[src/rtl/core/ttf_pkg.sv]
// Shared types, codes and constants of the triangle tangent frame block.
package ttf_pkg;

	// Output fixed-point format and internal arithmetic sizes
	localparam int UNIT_FRAC_BITS = 14;
	localparam int FIT_BITS       = 30;
	localparam int NUM_W          = UNIT_FRAC_BITS + FIT_BITS + 1;
	localparam int SQRT_STEPS     = 32;
	localparam int ITER_CNT_W     = 7;

	// One vertex item
	typedef struct packed {
		logic signed [31:0] pos_x;
		logic signed [31:0] pos_y;
		logic signed [31:0] pos_z;
		logic signed [31:0] tex_u;
		logic signed [31:0] tex_v;
	} vtx_t;

	// One frame item
	typedef struct packed {
		logic signed [15:0] tangent_x;
		logic signed [15:0] tangent_y;
		logic signed [15:0] tangent_z;
		logic signed [15:0] binormal_x;
		logic signed [15:0] binormal_y;
		logic signed [15:0] binormal_z;
		logic signed [15:0] normal_x;
		logic signed [15:0] normal_y;
		logic signed [15:0] normal_z;
		logic               degenerate;
	} frame_t;

	// Multiplier operand pairs
	localparam logic [3:0] MS_DET_A = 4'd0;
	localparam logic [3:0] MS_DET_B = 4'd1;
	localparam logic [3:0] MS_T_A   = 4'd2;
	localparam logic [3:0] MS_T_B   = 4'd3;
	localparam logic [3:0] MS_B_A   = 4'd4;
	localparam logic [3:0] MS_B_B   = 4'd5;
	localparam logic [3:0] MS_SQ    = 4'd6;
	localparam logic [3:0] MS_N_A   = 4'd7;
	localparam logic [3:0] MS_N_B   = 4'd8;

	// Accumulator modes
	localparam logic [1:0] ACC_LOAD = 2'd0;
	localparam logic [1:0] ACC_ADD  = 2'd1;
	localparam logic [1:0] ACC_SUB  = 2'd2;

	// Work phases: determinant, tangent, binormal, normal
	localparam logic [1:0] PH_DET = 2'd0;
	localparam logic [1:0] PH_T   = 2'd1;
	localparam logic [1:0] PH_B   = 2'd2;
	localparam logic [1:0] PH_N   = 2'd3;

	localparam logic [15:0] UNIT_MAX = 16'h7FFF;

	// Controller to datapath commands
	typedef struct packed {
		logic       hold;
		logic       hold_k;
		logic       load_tri;
		logic       mul_en;
		logic [3:0] mul_sel;
		logic [1:0] acc_mode;
		logic [1:0] idx;
		logic [1:0] phase;
		logic       det_latch;
		logic       vec_wr;
		logic       vec_det;
		logic       shift1;
		logic       iter_start;
		logic       iter_sqrt;
		logic       len_load;
		logic       res_wr;
		logic       out_load;
		logic       out_degen;
	} cmd_t;

	// Datapath to controller status
	typedef struct packed {
		logic det_zero;
		logic fit_ok;
		logic iter_done;
		logic iter_zero;
	} sts_t;

endpackage

[src/rtl/core/ttf_ctrl.sv]
// Controller: corner counting, item handshakes and the per-triangle sequence.
module ttf_ctrl (
	input  logic          clk,
	input  logic          arst_n,
	input  logic          in_valid,
	output logic          in_ready,
	output logic          out_valid,
	input  logic          out_ready,
	output ttf_pkg::cmd_t cmd,
	input  ttf_pkg::sts_t sts
);
	import ttf_pkg::*;

	localparam logic [3:0] S_IDLE = 4'd0;
	localparam logic [3:0] S_MA   = 4'd1;
	localparam logic [3:0] S_MB   = 4'd2;
	localparam logic [3:0] S_MW   = 4'd3;
	localparam logic [3:0] S_MR   = 4'd4;
	localparam logic [3:0] S_FIT  = 4'd5;
	localparam logic [3:0] S_SQ   = 4'd6;
	localparam logic [3:0] S_SQW  = 4'd7;
	localparam logic [3:0] S_RT   = 4'd8;
	localparam logic [3:0] S_RTW  = 4'd9;
	localparam logic [3:0] S_DV   = 4'd10;
	localparam logic [3:0] S_DVW  = 4'd11;
	localparam logic [3:0] S_OUT  = 4'd12;

	logic [3:0] state_q, state_d;
	logic [1:0] phase_q, phase_d;
	logic [1:0] idx_q, idx_d;
	logic [1:0] corner_q, corner_d;
	logic       degen_q, degen_d;
	logic       out_valid_q, out_valid_d;
	logic [3:0] sel_a, sel_b;

	// Operand pairs of the current phase
	always_comb begin
		unique case (phase_q)
			PH_DET: begin sel_a = MS_DET_A; sel_b = MS_DET_B; end
			PH_T:   begin sel_a = MS_T_A;   sel_b = MS_T_B;   end
			PH_B:   begin sel_a = MS_B_A;   sel_b = MS_B_B;   end
			PH_N:   begin sel_a = MS_N_A;   sel_b = MS_N_B;   end
			default: begin sel_a = MS_DET_A; sel_b = MS_DET_B; end
		endcase
	end

	// Next state and commands
	always_comb begin
		state_d     = state_q;
		phase_d     = phase_q;
		idx_d       = idx_q;
		corner_d    = corner_q;
		degen_d     = degen_q;
		out_valid_d = out_valid_q & ~out_ready;
		in_ready    = 1'b0;
		cmd         = '0;
		cmd.idx     = idx_q;
		cmd.phase   = phase_q;
		unique case (state_q)
			S_IDLE: begin
				in_ready = 1'b1;
				if (in_valid) begin
					if (corner_q < 2'd2) begin
						cmd.hold   = 1'b1;
						cmd.hold_k = corner_q[0];
						corner_d   = corner_q + 2'd1;
					end else begin
						cmd.load_tri = 1'b1;
						corner_d     = 2'd0;
						phase_d      = PH_DET;
						idx_d        = 2'd0;
						degen_d      = 1'b0;
						state_d      = S_MA;
					end
				end
			end
			S_MA: begin
				cmd.mul_en   = 1'b1;
				cmd.mul_sel  = sel_a;
				cmd.acc_mode = ACC_LOAD;
				state_d      = S_MB;
			end
			S_MB: begin
				cmd.mul_en   = 1'b1;
				cmd.mul_sel  = sel_b;
				cmd.acc_mode = ACC_SUB;
				state_d      = S_MW;
			end
			S_MW: state_d = S_MR;
			S_MR: begin
				if (phase_q == PH_DET) begin
					cmd.det_latch = 1'b1;
					if (sts.det_zero) begin
						degen_d = 1'b1;
						state_d = S_OUT;
					end else begin
						phase_d = PH_T;
						state_d = S_MA;
					end
				end else begin
					cmd.vec_wr  = 1'b1;
					cmd.vec_det = (phase_q != PH_N);
					if (idx_q == 2'd2) begin
						idx_d   = 2'd0;
						state_d = S_FIT;
					end else begin
						idx_d   = idx_q + 2'd1;
						state_d = S_MA;
					end
				end
			end
			// Shift the vector down until every magnitude fits
			S_FIT: begin
				if (sts.fit_ok) begin
					idx_d   = 2'd0;
					state_d = S_SQ;
				end else begin
					cmd.shift1 = 1'b1;
				end
			end
			S_SQ: begin
				cmd.mul_en   = 1'b1;
				cmd.mul_sel  = MS_SQ;
				cmd.acc_mode = (idx_q == 2'd0) ? ACC_LOAD : ACC_ADD;
				if (idx_q == 2'd2) begin
					idx_d   = 2'd0;
					state_d = S_SQW;
				end else begin
					idx_d = idx_q + 2'd1;
				end
			end
			S_SQW: state_d = S_RT;
			S_RT: begin
				cmd.iter_start = 1'b1;
				cmd.iter_sqrt  = 1'b1;
				state_d        = S_RTW;
			end
			S_RTW: begin
				cmd.iter_sqrt = 1'b1;
				if (sts.iter_done) begin
					cmd.len_load = 1'b1;
					if (sts.iter_zero) begin
						degen_d = 1'b1;
						state_d = S_OUT;
					end else begin
						idx_d   = 2'd0;
						state_d = S_DV;
					end
				end
			end
			S_DV: begin
				cmd.iter_start = 1'b1;
				state_d        = S_DVW;
			end
			S_DVW: begin
				if (sts.iter_done) begin
					cmd.res_wr = 1'b1;
					if (idx_q == 2'd2) begin
						idx_d = 2'd0;
						unique case (phase_q)
							PH_T: begin phase_d = PH_B; state_d = S_MA; end
							PH_B: begin phase_d = PH_N; state_d = S_MA; end
							default: state_d = S_OUT;
						endcase
					end else begin
						idx_d   = idx_q + 2'd1;
						state_d = S_DV;
					end
				end
			end
			S_OUT: begin
				if (!out_valid_q || out_ready) begin
					cmd.out_load  = 1'b1;
					cmd.out_degen = degen_q;
					out_valid_d   = 1'b1;
					state_d       = S_IDLE;
				end
			end
			default: state_d = S_IDLE;
		endcase
	end

	// Control registers
	always_ff @(posedge clk or negedge arst_n) begin
		if (!arst_n) begin
			state_q     <= S_IDLE;
			phase_q     <= PH_DET;
			idx_q       <= 2'd0;
			corner_q    <= 2'd0;
			degen_q     <= 1'b0;
			out_valid_q <= 1'b0;
		end else begin
			state_q     <= state_d;
			phase_q     <= phase_d;
			idx_q       <= idx_d;
			corner_q    <= corner_d;
			degen_q     <= degen_d;
			out_valid_q <= out_valid_d;
		end
	end

	assign out_valid = out_valid_q;

endmodule

[config.mk]
export PLATFORM = sky130hd
export DESIGN_NAME = ttf_ctrl
export DESIGN_NICKNAME = d
export VERILOG_FILES = /design/src/rtl/core/ttf_pkg.sv /design/src/rtl/core/ttf_ctrl.sv
export SDC_FILE = /design/constraint.sdc
export NUM_CORES = 1
export LEC_CHECK = 0
export ABC_AREA = 1
export BUFFER_PORTS_ARGS = -buffer_cell sky130_fd_sc_hd__buf_2
export CELL_PAD_IN_SITES_DETAIL_PLACEMENT = 1
export CELL_PAD_IN_SITES_GLOBAL_PLACEMENT = 1
export CORE_MARGIN = 2
export CORE_UTILIZATION = 39
export CTS_BUF_LIST = sky130_fd_sc_hd__clkbuf_8
export DETAILED_ROUTE_END_ITERATION = 8
export PLACE_DENSITY = 0.95
export SLEW_MARGIN = 20
export SYNTH_ARGS = -nofsm -noshare
export SYNTH_HDL_FRONTEND = slang
export SYNTH_SLANG_ARGS = --single-unit
[constraint.sdc]
create_clock -name clk -period 2.1 [get_ports clk]
set_input_delay 0 -clock clk [delete_from_list [all_inputs] [get_ports clk]]
set_output_delay 0 -clock clk [all_outputs]
set_load 0.02 [all_outputs]
==> impl_metrics.toml <==
[outcome]
status = "complete, no violations"

[global_route]
antenna_found_initial = 0
grt_max_degree = 13
grt_pass1_vias = 1339
overflow = 0
busiest_layer = "met2"
grt_use_met2 = 0.402
gr-usage-met3 = 0.0371
grt_util_met1 = 0.300
grt_usage = 0.234
grt_pass1_wl_um = 6240

[route]
drc_errors = 0
drtPass1Iterations = 4
drt-total-wl_um = 3850
routedWlPerCell_um = 14.4
dr.first_iter.drc_count = 25
dr_total_vias = 1404
antenna_left = 0
viasPerCell = 5.24

[logic_synthesis]
yosysSeqAreaShare = 0.251
yosys.area.top_type = "dfrtp_1"
synth_cells = 198
async_reset_ff_frac = 1.00
netlist-cell-type-count = 25
synth_area_leaders = "dfrtp_1, nand2_1, nor2_1"
synthTopCellsByCount = "nand2_1, nor2_1, inv_1"
synth_edf_count = 0
synth_top_area_frac = 0.251
synthesis.area_sq_mm = 0.00120
ys_seq_elements = 12
synth_top_flop_cell = "dfrtp_1"
syn_nets = 212
avgSynthCellArea_sq_um = 6.05
yosys_warnings = 0
synth_most_common_cell = "nand2_1"

[clock_network]
numCtsBuffers = 3
cts_max_level = 1
clockRootBuffer = "clkbuf_8"
clock-sinks = 12
clkLatencyLatePin_ns = 0.25
cts_setup_buffers = 0
clk_pin_slew_ns = 0.06
cts_tree = "done"
cts.path.max_buffers = 2
cts.repair.resized = 0

[floorplanning]
dieArea_sq_mm = 0.00353
die_h_um = 59.4
initial_utilization = 0.402
pin_count = 34
num_rows = 20
die_x_um = 59.4
core_area_sq_mm = 0.00298

[final_layout]
fin_nets = 250
area.growth.synth_to_final_pct = 22.0
diodes = 0
register_area_sq_um = 300
fillers = 434
drive_above_1_share = 0.255
multiInputGateArea_sq_um = 769

[critical_path]
critPathRequiredTime_ns = 2.10
r2r_start = "state_q[2]$_DFFE_PN0P_"
cp-start-kind = "register"
endpoint_kind = "primary output"
path_class = "reg2out"
timing.rr.end = "idx_q[1]$_DFFE_PN0P_"
r2r_cells = 9
r2r_slack_ns = 0.31
endpoint = "cmd[21]"
critPathArrivalTime_ns = 1.82
crit_path_max_fanout = 8
critPathLaunch = "state_q[1]$_DFFE_PN0P_"

[sta]
hold_viol = 0
finalSetupViolCount = 0
grt_setup_unrepaired = "no"
fin_setup_tns_ns = 0
finalCriticalPeriod_ns = 1.82
relSlewSlack = 0.717
drv_slew = 0
clock.fmax_ghz = 0.549
finClkSkew_ns = 0.00271
period_share = 0.868
worst_pin_slew_ns = 0.425

[pwr]
powerDensity_mw_per_mm2 = 1460
power_leakage_nw = 0.919
power_mw = 2.14
peakVddDrop_mv = 0.590

[placement]
place.gp.congestion = 0.882
io_buffers = 33
hpwl_um = 3070

[run]
maxCapViolations = 0

[worst_hold_path]
hp-class = "in2reg"
[kinds of logic (layout without fill, tap and decap cells)]
group,Yosys count,after routing,synth area share
flip-flops,12,12,0.251
AND/OR/NAND/NOR,130,130,0.496
adder cells (fa/ha/maj),6,6,0.0627
AO/OA/AOI/OAI,17,17,0.0836
buffers and inverters,33,70,0.107
[worst min-delay path by stage]
stage | slack [ns] | from | end | cells past startpoint
after floorplan | -0.30 | arst_n | corner_q[0]$_DFFE_PN0P_ | 0
after global placement | -0.09 | arst_n | state_q[0]$_DFFE_PN0P_ | 1
after detailed placement | -0.09 | arst_n | state_q[0]$_DFFE_PN0P_ | 1
after CTS | 0.05 | out_ready | out_valid$_DFF_PN0_ | 4
after global routing | 0.06 | out_ready | out_valid$_DFF_PN0_ | 4
final | 0.04 | out_ready | out_valid$_DFF_PN0_ | 4
[where the power goes]
part / internal (mW) / switching (mW)
combinational: 0.425 / 0.974
sequential: 0.326 / 0.146
clock: 0.166 / 0.102
total: 0.917 / 1.22
[metrics by stage]
stage	hold WS, ns	setup slack, ns	cells	cell area [sq um]	utilization
2_1_floorplan	-0.296	0.561	198	1200	-
3_3_place_gp	-0.0944	0.433	263	1400	0.469
3_5_place_dp	-0.0881	0.378	263	1400	0.469
4_1_cts	0.0479	0.269	268	1460	0.491
5_1_grt	0.0595	0.110	268	1460	0.491
6_report	0.0417	0.278	268	1460	0.491
[sequential cells by signal, indices dropped and copies added, names as in the netlist]
register	count
idx_q	2
corner_q	2
out_valid	1
phase_q	2
state_q	4
degen_q	1
[cells in the final DEF (no fill, tap or decap), types with 2 or more instances in the layout]
master | synthesis | layout
nand2_1 | 66 | 66
buf_2 | 0 | 33
nor2_1 | 28 | 28
inv_1 | 27 | 27
nand3_1 | 14 | 14
dfrtp_1 | 12 | 12
nor2_2 | 7 | 7
nand2_2 | 6 | 6
o21ai_0 | 6 | 6
ha_1 | 6 | 6
inv_2 | 5 | 5
clkbuf_8 | 0 | 4
a21oi_1 | 3 | 3
o21ai_1 | 3 | 3
nor2_4 | 2 | 2
nand4_1 | 2 | 2
[worst max-delay path: stages (launching register included)]
cell and delay, ns:
dfrtp_1 0.49, nor2_2 0.38, nand2_2 0.15, nor2_1 0.16, inv_1 0.07, nor2_1 0.13
buf_2 0.19
[area by class of cell]
type                       count  share of cell area
inverter                      32              0.0822
clock buffer                   4              0.0377
sequential                    12               0.205
timing repair buffer          34               0.120
multi-input combinational    153               0.527
tap                           33              0.0283
[metal layers]
layer	part of all wire	vias to the layer above
met2	0.50	34
met5	0	-
met3	0.038	4
met1	0.46	681
met4	0.0075	0
li1	-	685
[repair_timing]
action | in CTS | in global routing
hold endpoints to repair | 12 | 0
hold buffers | 1 | 0
setup endpoints to repair | 0 | 0
(Power assumes the default switching activity.)
